===== config.mk =====
export PLATFORM = sky130hd
export DESIGN_NAME = aigps_ctrl
export DESIGN_NICKNAME = d
export VERILOG_FILES = /design/src/rtl/aigps_pkg.sv /design/src/rtl/aigps_ctrl.sv
export SDC_FILE = /design/constraint.sdc
export NUM_CORES = 1
export LEC_CHECK = 0
export BUFFER_PORTS_ARGS = -buffer_cell sky130_fd_sc_hd__buf_2
export CAP_MARGIN = 25
export CORE_ASPECT_RATIO = 0.75
export CORE_UTILIZATION = 38
export DETAILED_ROUTE_END_ITERATION = 8
export PLACE_DENSITY = 0.58
export SETUP_SLACK_MARGIN = 0.1
export SYNTH_ARGS = -nofsm -noshare
export SYNTH_HDL_FRONTEND = slang
export SYNTH_SLANG_ARGS = --single-unit

===== constraint.sdc =====
create_clock -name clk -period 6.24 [get_ports clk]
set_clock_uncertainty 0.15 [all_clocks]
set_input_delay 0.624 -clock clk [delete_from_list [all_inputs] [get_ports clk]]
set_output_delay 0.624 -clock clk [all_outputs]
set_load 0.02 [all_outputs]

===== src/rtl/aigps_pkg.sv =====
// aigps_pkg: shared types and constants for the and-inverter graph simulator
// depends on: nothing
package aigps_pkg;

  localparam int LIT_W     = 14;
  localparam int IDX_W     = 12;
  localparam int WORD_W    = 64;
  localparam int OIDX_W    = 6;
  localparam int CFG_W     = 13;
  localparam int CFG_IDX_W = 2;
  // wide enough for every count, index and literal variable at the default parameter values
  localparam int CALC_W    = 18;

  localparam logic [LIT_W-1:0] LIT_TRUE = LIT_W'(1);

  typedef enum logic [1:0] {
    OP_LOAD_AND = 2'd0,
    OP_LOAD_OUT = 2'd1,
    OP_LOAD_IN  = 2'd2,
    OP_EVAL     = 2'd3
  } op_t;

  localparam logic [CFG_IDX_W-1:0] CFG_INPUT_COUNT  = CFG_IDX_W'(0);
  localparam logic [CFG_IDX_W-1:0] CFG_AND_COUNT    = CFG_IDX_W'(1);
  localparam logic [CFG_IDX_W-1:0] CFG_OUTPUT_COUNT = CFG_IDX_W'(2);

  typedef struct packed {
    op_t               operation;
    logic [IDX_W-1:0]  entry_index;
    logic [LIT_W-1:0]  literal_a;
    logic [LIT_W-1:0]  literal_b;
    logic [WORD_W-1:0] pattern_word;
  } in_item_t;

  typedef struct packed {
    logic [OIDX_W-1:0] output_index;
    logic [WORD_W-1:0] output_word;
    logic              last_output;
  } out_item_t;

  // controller to datapath
  typedef struct packed {
    logic              ld_en;
    logic              issue;
    logic              is_out;
    logic              last;
    logic [CALC_W-1:0] idx;
  } aigps_cmd_t;

  // datapath to controller
  typedef struct packed {
    logic              adv;
    logic              busy;
    logic [CALC_W-1:0] na_eff;
    logic [6:0]        no_eff;
  } aigps_status_t;

endpackage


===== src/rtl/aigps_ctrl.sv =====
// aigps_ctrl: sequencer that steps through and nodes and then outputs
// depends on: aigps_pkg
module aigps_ctrl
  import aigps_pkg::*;
(
  input  logic          clk,
  input  logic          rst_n,
  input  logic          in_valid,
  output logic          in_stall,
  input  op_t           in_op,
  input  aigps_status_t status,
  output aigps_cmd_t    cmd
);

  typedef enum logic [1:0] {ST_IDLE, ST_NODES, ST_OUTS, ST_DRAIN} state_t;

  state_t            state_r, state_nxt;
  logic [CALC_W-1:0] cnt_r, cnt_nxt;
  logic [CALC_W-1:0] cnt_inc;
  logic [CALC_W-1:0] no_ext;
  logic              accept;

  assign cnt_inc  = cnt_r + CALC_W'(1);
  assign no_ext   = CALC_W'(status.no_eff);
  assign in_stall = (state_r != ST_IDLE);
  assign accept   = in_valid && !in_stall;

  always_comb begin
    cmd.ld_en  = accept && (in_op != OP_EVAL);
    cmd.issue  = (state_r == ST_NODES) || (state_r == ST_OUTS);
    cmd.is_out = (state_r == ST_OUTS);
    cmd.last   = (state_r == ST_OUTS) && (cnt_inc == no_ext);
    cmd.idx    = cnt_r;
  end

  always_comb begin
    state_nxt = state_r;
    cnt_nxt   = cnt_r;
    unique case (state_r)
      ST_IDLE: begin
        cnt_nxt = '0;
        if (accept && (in_op == OP_EVAL)) begin
          if (status.na_eff != '0)      state_nxt = ST_NODES;
          else if (status.no_eff != '0) state_nxt = ST_OUTS;
          else                          state_nxt = ST_DRAIN;
        end
      end
      ST_NODES: begin
        if (status.adv) begin
          if (cnt_inc == status.na_eff) begin
            cnt_nxt   = '0;
            state_nxt = (status.no_eff != '0) ? ST_OUTS : ST_DRAIN;
          end else begin
            cnt_nxt = cnt_inc;
          end
        end
      end
      ST_OUTS: begin
        if (status.adv) begin
          if (cnt_inc == no_ext) begin
            cnt_nxt   = '0;
            state_nxt = ST_DRAIN;
          end else begin
            cnt_nxt = cnt_inc;
          end
        end
      end
      ST_DRAIN: begin
        if (!status.busy) state_nxt = ST_IDLE;
      end
      default: state_nxt = ST_IDLE;
    endcase
  end

  always_ff @(posedge clk) begin
    if (!rst_n) begin
      state_r <= ST_IDLE;
      cnt_r   <= '0;
    end else begin
      state_r <= state_nxt;
      cnt_r   <= cnt_nxt;
    end
  end

endmodule


==> results_dict.tcl, run 1 <==
set metrics [dict create \
    dieArea_sq_mm 0.00584 \
    critPathBufInv 1 \
    cp_max_fo 18 \
    fin_area_sq_mm 0.00244 \
    outcome "finished clean" \
    r2r_start "cnt_r[0]" \
    totalNegativeSetupSlack_ns 0 \
    mostFrequentLayoutCells "54 x buf_2, 23 x xnor2_1, 20 x nand2_1, 20 x dfxtp_1, 14 x nor4_1" \
    drc 0 \
    avgSynthCellArea_sq_um 7.93 \
    startpoint_type "flip-flop" \
    vias 2303 \
    use_met3_pct 4.87 \
    grt_usage_pct 23.6 \
    start_util_pct 39.5 \
    dieHeight_um 66.4 \
    path_class "reg2reg" \
    grtUsageMet2_pct 33.7 \
    synth-edff-count 0 \
    clk_root_buffer_cell "clkbuf_8" \
    ys_seq_area_share_pct 19.0 \
    p_int_mw 0.240 \
    drive_above_1_share_pct 23.1 \
    hold_start "cnt_r[17]" \
    finalSetupViolCount 0 \
    post_cts_buffers 0 \
    insertion_delay_ns 0.27 \
    cts.sinks 20 \
    cts_tree "done" \
    io_buffer_count 54 \
    grt_max_degree 19 \
    path_cells "ha_1, nand3_1, nor2_1, o32ai_1, or4_1, a2111o_1, o41ai_4, buf_4, a2111oi_0, a211o_1" \
    h-tree-depth 1 \
    numCtsBuffers 3 \
    leakage_nw 0.968 \
    fillers 536 \
    syn-num-nets 304 \
    nets 347 \
    diodes 0 \
    cts_resized 0 \
    r2r_setup_slack_ns 1.77 \
    grt-busiest-layer "met1" \
    grtUsageMet1_pct 36.2 \
    synth-async-reset-ratio_pct 0 \
    power.switching_mw 0.143 \
    ant_nets 0 \
    switching_share_pct 37.4 \
    synthCells 265 \
    ys.flop_type "dfxtp_1" \
    wl_um 6750 \
    wl_per_cell_um 17.7 \
    hold_buffers 0 \
    crit_slowest_cell "o41ai_4" \
    synth.top_cell.area_share_pct 19.0 \
    crit_family "compound AO/OA/AOI/OAI gates" \
    peakVddDrop_uv 81.1 \
    slew_viol_final 0 \
    post-route-period-util_pct 71.6 \
    ios 55 \
    drt_iter0_markers 297 \
    core_sq_mm 0.00532 \
    worst_hold_path_type "reg2reg" \
    cp-end-kind "flip-flop" \
    final_common_cell "buf_2" \
    max_freq_ghz 0.224 \
    vias_per_cell 6.03 \
    power.sequential.fraction_pct 35.4 \
    rows 23 \
    critPathArrivalTime_ns 4.48 \
    maxSlewHeadroom_pct 33.4 \
    yosysUniqueCellTypes 55 \
    rsz0062_at_grt "false" \
    clockBufferDepth 2 \
    dpl_cell_area_sq_mm 0.00239 \
    startpoint "cnt_r[0]" \
    grt_antenna_before_repair 0 \
    max_stage_delay_ns 0.68 \
    hold_viol 0 \
    cp.required_ns 6.26 \
    die_w_um 87.9 \
    synth_largest_area_cell "dfxtp_1" \
    ys_warn_count 0 \
    p_comb_share_pct 37.0 \
    synth-seq-cells 20 \
    grt_overflow 0 \
    clockPowerShare_pct 27.7 \
    first_pass_iters 8 \
    drv_cap 0 \
    dp_hpwl_um 5180 \
    max_slew.worst_pin.slew_ns 0.988 \
    grt_pass1_vias 1939 \
    p_per_area_mw_per_mm2 157 \
    syn_to_final_growth_pct 16.3 \
    ys_top_cells_by_area "dfxtp_1 19%, xnor2_1 9.6%, a221oi_1 5.0%" \
    finalWeightedCongestion 0.925 \
    clkTransAtPathRegs_ns 0.09 \
    grt_pass1_wl_um 10400 \
    fin_crit_ns 4.47 \
    syn-cell-area_sq_mm 0.00210 \
]
[logic make-up (layout without fill, tap and decap cells)]
| family | Yosys count | count (layout) | share of synthesized area, % |
|---|---|---|---|
| adder cells (fa/ha/maj) | 7 | 7 | 4.17 |
| AND/OR/NAND/NOR | 103 | 103 | 27.9 |
| multiplexers | 3 | 3 | 1.49 |
| AO/OA/AOI/OAI | 67 | 67 | 25.1 |
| flip-flops | 20 | 20 | 19.0 |
| XOR/XNOR | 34 | 34 | 15.5 |
| buffers and inverters | 31 | 73 | 6.84 |
[cell usage after synthesis, types with 9 or more instances]
library cell / n
xnor2_1: 23
dfxtp_1: 20
nand2_1: 20
nor4_1: 14
nand3_1: 13
nor2_1: 13
a21o_1: 12
a221oi_1: 12
inv_1: 12
a21oi_1: 9
clkbuf_1: 9
xor2_1: 9
[final timing paths]
check,endpoint,cells past startpoint
worst min register to register,cnt_r[17],1
worst max-delay path,cnt_r[4],10
worst min-delay path,cnt_r[17],1
worst max register to register,cnt_r[4],10
[through the flow]
stage	utilization, %	power, mW	hold WS, ns	instances	setup slack [ns]
6_report	45.9	0.384	0.387	382	1.77
5_1_grt	45.9	0.402	0.409	382	1.56
4_1_cts	45.9	0.384	0.387	382	1.88
3_5_place_dp	44.9	0.279	0.368	378	1.92
3_3_place_gp	44.9	0.278	0.370	378	2.10
2_1_floorplan	-	0.234	0.336	265	2.76
[power by group through the flow]
stage                     clock (mW)  sequential, mW  combinational, mW
after detailed placement           0           0.139              0.140
final                          0.106           0.136              0.142
after global placement             0           0.139              0.139
after global routing           0.113           0.136              0.152
after CTS                      0.108           0.136              0.141
after floorplan                    0           0.137             0.0967
[cell type report]
type / instances / area [sq um] / area share (%)
tap: 75 / 93.8 / 3.84
timing repair buffer: 57 / 293 / 12.0
sequential: 20 / 400 / 16.4
clock buffer: 4 / 55.1 / 2.25
multi-input combinational: 214 / 1560 / 63.7
inverter: 12 / 45.0 / 1.84
[layer usage]
layer | routed length (um) | vias up
li1 | - | 1084
met2 | 2670 | 137
met5 | 0 | -
met4 | 100 | 0
met3 | 716 | 14
met1 | 3270 | 1068
[flip-flops by register name, indices dropped and copies added (netlist names)]
name,cells
cnt_r,18
state_r,2
[worst register-to-register path: stages (launching register included)]
cell and delay (ns):
dfxtp_1 0.51, ha_1 0.24, nand3_1 0.49, nor2_1 0.52, o32ai_1 0.16, or4_1 0.54
a2111o_1 0.34, o41ai_4 0.68, buf_4 0.31, a2111oi_0 0.12, a211o_1 0.30
Power figures use the tool's default switching activity.
==> run 2: changes to the inputs <==
--- a/config.mk
+++ b/config.mk
@@ -5,12 +5,13 @@
 export SDC_FILE = /design/constraint.sdc
 export NUM_CORES = 1
 export LEC_CHECK = 0
+export ABC_AREA = 1
 export BUFFER_PORTS_ARGS = -buffer_cell sky130_fd_sc_hd__buf_2
 export CAP_MARGIN = 25
 export CORE_ASPECT_RATIO = 0.75
 export CORE_UTILIZATION = 38
 export DETAILED_ROUTE_END_ITERATION = 8
-export PLACE_DENSITY = 0.58
+export PLACE_DENSITY = 0.59
 export SETUP_SLACK_MARGIN = 0.1
 export SYNTH_ARGS = -nofsm -noshare
 export SYNTH_HDL_FRONTEND = slang
==> constraint.sdc (replaced) <==
create_clock -name clk -period 4.05 [get_ports clk]
set_clock_uncertainty 0.15 [all_clocks]
set_input_delay 0.405 -clock clk [delete_from_list [all_inputs] [get_ports clk]]
set_output_delay 0.405 -clock clk [all_outputs]
set_load 0.02 [all_outputs]
==> run 2 against run 1 <==
Register-to-register slack lost 0.27 ns. Final cell count grew 35%. Clock power grew 30%. Critical endpoint is now cmd[18]. Global-route usage shrank 0.49 points. Sequential power grew 60%. Cell area grew 6.8%. Worst setup slack lost 0.64 ns. Combinational power grew 140%. Power grew 80%. Synthesized cell count grew 46%.
==> results_dict.tcl, run 2 <==
set metrics [dict create \
    h-tree-depth 1 \
    rsz0062_at_grt "false" \
    synth-async-reset-ratio_pct 0 \
    fin_ws_ns 1.14 \
    syn-num-nets 425 \
    dieHeight_um 68.7 \
    clockBufferDepth 2 \
    critPathArrivalTime_ns 2.36 \
    die_w_um 91.0 \
    drv_cap 0 \
    ios 55 \
    clkTransAtPathRegs_ns 0.08 \
    grt_max_degree 19 \
    fin_area_sq_mm 0.00261 \
    regMostFlops "cnt_r" \
    cts.sinks 20 \
    r2r_start "cnt_r[0]" \
    drive_above_1_share_pct 23.9 \
    crit_family "simple AND/OR/NAND/NOR gates" \
    insertion_delay_ns 0.26 \
    grt_antenna_before_repair 0 \
    startpoint_type "flip-flop" \
    yosysMostFrequentCell "nand2_1" \
    peakVddDrop_uv 140 \
    core_sq_mm 0.00553 \
    reg.largest.list "cnt_r: 18 flops, state_r: 2 flops" \
    final_common_cell "nand2_1" \
    synth-seq-cells 20 \
    largest_reg_flops 18 \
    grt_overflow 0 \
    vias_per_cell 5.04 \
    synth_common_cells "117 x nand2_1, 49 x inv_1, 48 x nor2_1, 41 x nand3_1, 21 x nand2_2" \
    vias 2593 \
    grt_pass1_wl_um 11300 \
    hold_viol 0 \
    syn-cell-area_sq_mm 0.00226 \
    leakage_nw 1.24 \
    slew_viol_final 0 \
    critPathBufInv 1 \
    dieArea_sq_mm 0.00626 \
    hold_buffers 0 \
    wl_per_cell_um 13.1 \
    start_util_pct 40.9 \
    cts_resized 0 \
    rows 23 \
    finalSetupViolCount 0 \
    totalNegativeSetupSlack_ns 0 \
    startpoint "cnt_r[0]" \
    hold_start "rst_n" \
    cts_tree "done" \
    grt_usage_pct 23.1 \
    path_class "reg2out" \
    path_cells "ha_1, nand3_1, nor2_2, nand3_1, nand2_1, nand2_1, nor3_1, nand4_1, nor3_1, buf_2" \
    io_buffer_count 54 \
    clk_root_buffer_cell "clkbuf_8" \
    place_ws_ns 1.45 \
    p_per_area_mw_per_mm2 265 \
    dp_hpwl_um 5470 \
    wl_um 6750 \
    worst_hold_path_type "in2reg" \
    max_slew.worst_pin.slew_ns 0.693 \
    finalWeightedCongestion 0.940 \
    fin_crit_ns 2.91 \
    drc 0 \
    diodes 0 \
    synth-edff-count 0 \
    ant_nets 0 \
    cp-end-kind "output pin" \
    numCtsBuffers 3 \
    nets 480 \
    first_pass_iters 5 \
    yosysUniqueCellTypes 34 \
    max_freq_ghz 0.343 \
    cp_max_fo 6 \
    synth.top_cell.area_share_pct 19.5 \
    ys_seq_area_share_pct 17.7 \
    syn_to_final_growth_pct 15.6 \
    mostFrequentLayoutCells "117 x nand2_1, 54 x buf_2, 49 x inv_1" \
    drt_iter0_markers 161 \
    ys_top_cells_by_area "nand2_1 19%, dfxtp_1 18%, nand3_1 9.1%" \
    maxSlewHeadroom_pct 53.7 \
    avgSynthCellArea_sq_um 5.85 \
    utilization_pct 47.2 \
    crit_slowest_cell "dfxtp_1" \
    ys.flop_type "dfxtp_1" \
    max_stage_delay_ns 0.43 \
    dpl_cell_area_sq_mm 0.00257 \
    post-route-period-util_pct 71.9 \
    synth_largest_area_cell "nand2_1" \
    grt_pass1_vias 2426 \
    synthCells 386 \
    ys_warn_count 0 \
    cp.required_ns 3.49 \
    post_cts_buffers 0 \
    outcome "finished clean" \
]
run 2: changes by cell type after synthesis, sizes merged, moves of 7 or more:
cell	previous run	this run
nor2	13	58
buf	9	1
nand2	20	142
nand3	13	42
or4	7	0
a21o	12	0
a21oi	10	22
a221oi	12	1
xnor2	23	3
clkbuf	10	1
inv	12	50
nor4	14	2
run 2: logic make-up (layout without fill, tap and decap cells):
family	count (synthesis)	in the layout	share of synthesized area [%]
and+or+nand+nor	265	265	55.2
adders and majority gates	7	7	3.88
AOI/OAI and AO/OA	31	31	9.15
DFF	20	20	17.7
buffers and inverters	56	109	11.0
xor gates and xnor gates	7	7	3.05
run 2: tightest hold or removal path, delay by kind of cell:
kind	cells	cell delay, ns
buf+inv	1	0.13
simple gates	2	0.09
run 2: metal layers:
| metal | vias to the layer above | global-route usage (%) | wire length (um) |
|---|---|---|---|
| met1 | 1169 | 31.0 | 3250 |
| met5 | - | 0 | 0 |
| li1 | 1334 | - | - |
| met3 | 4 | 4.39 | 499 |
| met2 | 86 | 39.2 | 2960 |
| met4 | 0 | 4.76 | 38 |
run 2: final timing paths:
check | to | slack, ns | depth (start not counted)
setup / recovery | cmd[18] | 1.14 | 10
hold / removal | state_r[1] | 0.25 | 3
setup reg to reg | cnt_r[14] | 1.50 | 14
hold reg to reg | cnt_r[17] | 0.37 | 2
run 2: layout make-up:
type,count,area (sq um)
tap,75,93.8
fill,646,2920
multi-input combinational,310,1610
sequential,20,400
timing repair buffer,54,270
inverter,52,195
clock buffer,3,41.3
run 2: metrics by stage:
stage | power, mW | instances | hold slack (ns)
after floorplan | 0.485 | 386 | 0.375
after global placement | 0.559 | 511 | 0.359
after detailed placement | 0.555 | 511 | 0.359
after CTS | 0.697 | 514 | 0.248
after global routing | 0.749 | 514 | 0.261
final | 0.691 | 514 | 0.254
run 2: where the power goes:
part	internal, mW	switching (mW)
clock network	0.0664	0.0713
registers	0.206	0.0120
logic	0.0984	0.236
==> run 3: changes to the inputs <==
--- a/config.mk
+++ b/config.mk
@@ -5,13 +5,13 @@
 export SDC_FILE = /design/constraint.sdc
 export NUM_CORES = 1
 export LEC_CHECK = 0
-export ABC_AREA = 1
+export ABC_AREA = 0
 export BUFFER_PORTS_ARGS = -buffer_cell sky130_fd_sc_hd__buf_2
 export CAP_MARGIN = 25
 export CORE_ASPECT_RATIO = 0.75
 export CORE_UTILIZATION = 38
 export DETAILED_ROUTE_END_ITERATION = 8
-export PLACE_DENSITY = 0.59
+export PLACE_DENSITY = 0.58
 export SETUP_SLACK_MARGIN = 0.1
 export SYNTH_ARGS = -nofsm -noshare
 export SYNTH_HDL_FRONTEND = slang
==> constraint.sdc (replaced) <==
create_clock -name clk -period 3 [get_ports clk]
set_clock_uncertainty 0.15 [all_clocks]
set_input_delay 0.3 -clock clk [delete_from_list [all_inputs] [get_ports clk]]
set_output_delay 0.3 -clock clk [all_outputs]
set_load 0.02 [all_outputs]
==> run 3 against run 2 <==
Critical path type is now reg2reg. Power is 39% higher. Critical path depth is 2 higher. Largest power group unchanged. Routed wire length is 29% higher. Clock power is 80% higher. Register-to-register slack worse by 1.7 ns. Non-clock buffer count is 104 higher. Highest routed layer unchanged. The run now ends with negative setup slack left.
==> results_dict.tcl, run 3 (synthesized netlist as in run 1, its figures left out) <==
set metrics [dict create \
    slew_viol_final 0 \
    numCtsBuffers 3 \
    cts_tree "done" \
    clockBufferDepth 2 \
    violations "negative setup slack" \
    crit_family "buffers and inverters" \
    cpMostUsedCell "buf_4" \
    rows 23 \
    largest_reg_flops 18 \
    start_util_pct 39.5 \
    drc 0 \
    ant_nets 0 \
    cp.required_ns 3.00 \
    critPathBufInv 5 \
    insertion_delay_ns 0.27 \
    path_class "reg2reg" \
    peakVddDrop_uv 221 \
    dp_hpwl_um 6360 \
    fin_crit_ns 3.22 \
    h-tree-depth 1 \
    wl_per_cell_um 18.1 \
    dpl_cell_area_sq_mm 0.00307 \
    finalWeightedCongestion 0.905 \
    grt_overflow 0 \
    diodes 0 \
    fin_ws_ns -0.221 \
    drive_above_1_share_pct 54.9 \
    worst_hold_path_type "in2reg" \
    grt_antenna_before_repair 0 \
    holdWs_ns 0.170 \
    io_buffer_count 54 \
    vias_per_cell 5.61 \
    max_slew.worst_pin.slew_ns 0.501 \
    max_freq_ghz 0.310 \
    leakage_nw 1.58 \
    fin_area_sq_mm 0.00362 \
    finalSetupViolCount 21 \
    dieArea_sq_mm 0.00584 \
    crit_slowest_cell "o41ai_4" \
    drv_cap 0 \
    hold_buffers 0 \
    nets 448 \
    final_common_cell "buf_4" \
    critPathArrivalTime_ns 3.22 \
    reg.largest.list "cnt_r: 18 flops, state_r: 2 flops" \
    cp-end-kind "flip-flop" \
    vias 2712 \
    dp.cells 448 \
    maxSlewHeadroom_pct 66.3 \
    grt_max_degree 19 \
    post-route-period-util_pct 107 \
    path_cells "nand4_1, buf_6, buf_4, nor4_4, buf_4, xnor2_2, nand3_1, o41ai_4, buf_4, buf_4, nand4_4, mux2i_2" \
    place_ws_ns -0.233 \
    cts.sinks 20 \
    syn_to_final_growth_pct 72.1 \
    ios 55 \
    p_per_area_mw_per_mm2 265 \
    grt_usage_pct 31.1 \
    outcome "finished with violations" \
    startpoint_type "flip-flop" \
    wl_um 8730 \
    drt_iter0_markers 126 \
    regMostFlops "cnt_r" \
    max_stage_delay_ns 0.46 \
    first_pass_iters 4 \
    clk_root_buffer_cell "clkbuf_8" \
    fin_cells 483 \
    die_w_um 87.9 \
    dieHeight_um 66.4 \
    hold_viol 0 \
    grt_pass1_wl_um 13700 \
    grt_pass1_vias 2712 \
    mostFrequentLayoutCells "89 x buf_4, 54 x buf_2, 20 x nand2_1, 20 x xnor2_1" \
    rsz0062_at_grt "true" \
    clkTransAtPathRegs_ns 0.09 \
    cp_max_fo 5 \
    core_sq_mm 0.00532 \
]
==> run 3: changes by cell type in the layout (fill, tap and decap cells not counted), moves of 17 or more <==
cell	previous run	this run
nor2_1	48	10
inv_1	49	12
nand2_2	21	0
nand3_1	41	11
buf_4	0	89
xnor2_1	3	20
nand2_1	117	20
==> run 3: worst paths after layout <==
path | from | to | slack [ns] | depth (start not counted)
setup / recovery | cnt_r[4] | state_r[0] | -0.22 | 12
hold / removal | rst_n | state_r[1] | 0.17 | 3
setup reg to reg | cnt_r[4] | state_r[0] | -0.22 | 12
hold reg to reg | state_r[1] | state_r[1] | 0.39 | 2
==> run 3: metal layers <==
metal	vias up	wire length, um	global-route usage, %
li1	1290	-	-
met1	1292	3830	39.3
met2	110	4110	52.8
met3	20	581	6.49
met4	0	209	9.43
met5	-	0	0
==> run 3: repair_timing <==
| action | in CTS | in global routing |
|---|---|---|
| hold endpoints to repair | 0 | 0 |
| gates resized for setup | 33 | 21 |
| endpoints found under the setup margin | 21 | 21 |
| gates cloned | 0 | 0 |
| pin swaps | 21 | 16 |
| buffers inserted | 20 | 14 |
==> run 3: final cells by class <==
type | instances | area (sq um)
tap | 75 | 93.8
clock buffer | 4 | 66.3
inverter | 12 | 45.0
timing repair buffer | 158 | 1130
multi-input combinational | 214 | 1840
fill | 429 | 1710
sequential | 20 | 442
==> run 3: power by group <==
part           switching, mW  total (mW)  leakage [nW]  internal, mW
clock                  0.104       0.249        0.0339         0.145
combinational          0.244       0.436          1.37         0.193
sequential           0.00887       0.273         0.172         0.264
total                  0.357       0.959          1.58         0.602
==> run 3: worst reg2reg max path, stage by stage (launching register included) <==
cell	delay, ns
dfxtp_4	0.36
nand4_1	0.25
buf_6	0.24
buf_4	0.15
nor4_4	0.32
buf_4	0.18
xnor2_2	0.13
nand3_1	0.19
o41ai_4	0.46
buf_4	0.21
buf_4	0.14
nand4_4	0.13
mux2i_2	0.19
==> run 3: per-stage QoR <==
step	setup TNS (ns)	utilization (%)	power (mW)
global route	-4.13	68.0	1.01
CTS	-1.37	64.3	0.938
global placement	-2.77	57.6	0.631
finish	-2.95	68.0	0.959
detailed placement	-2.76	57.6	0.638
floorplan	-0.970	-	0.496
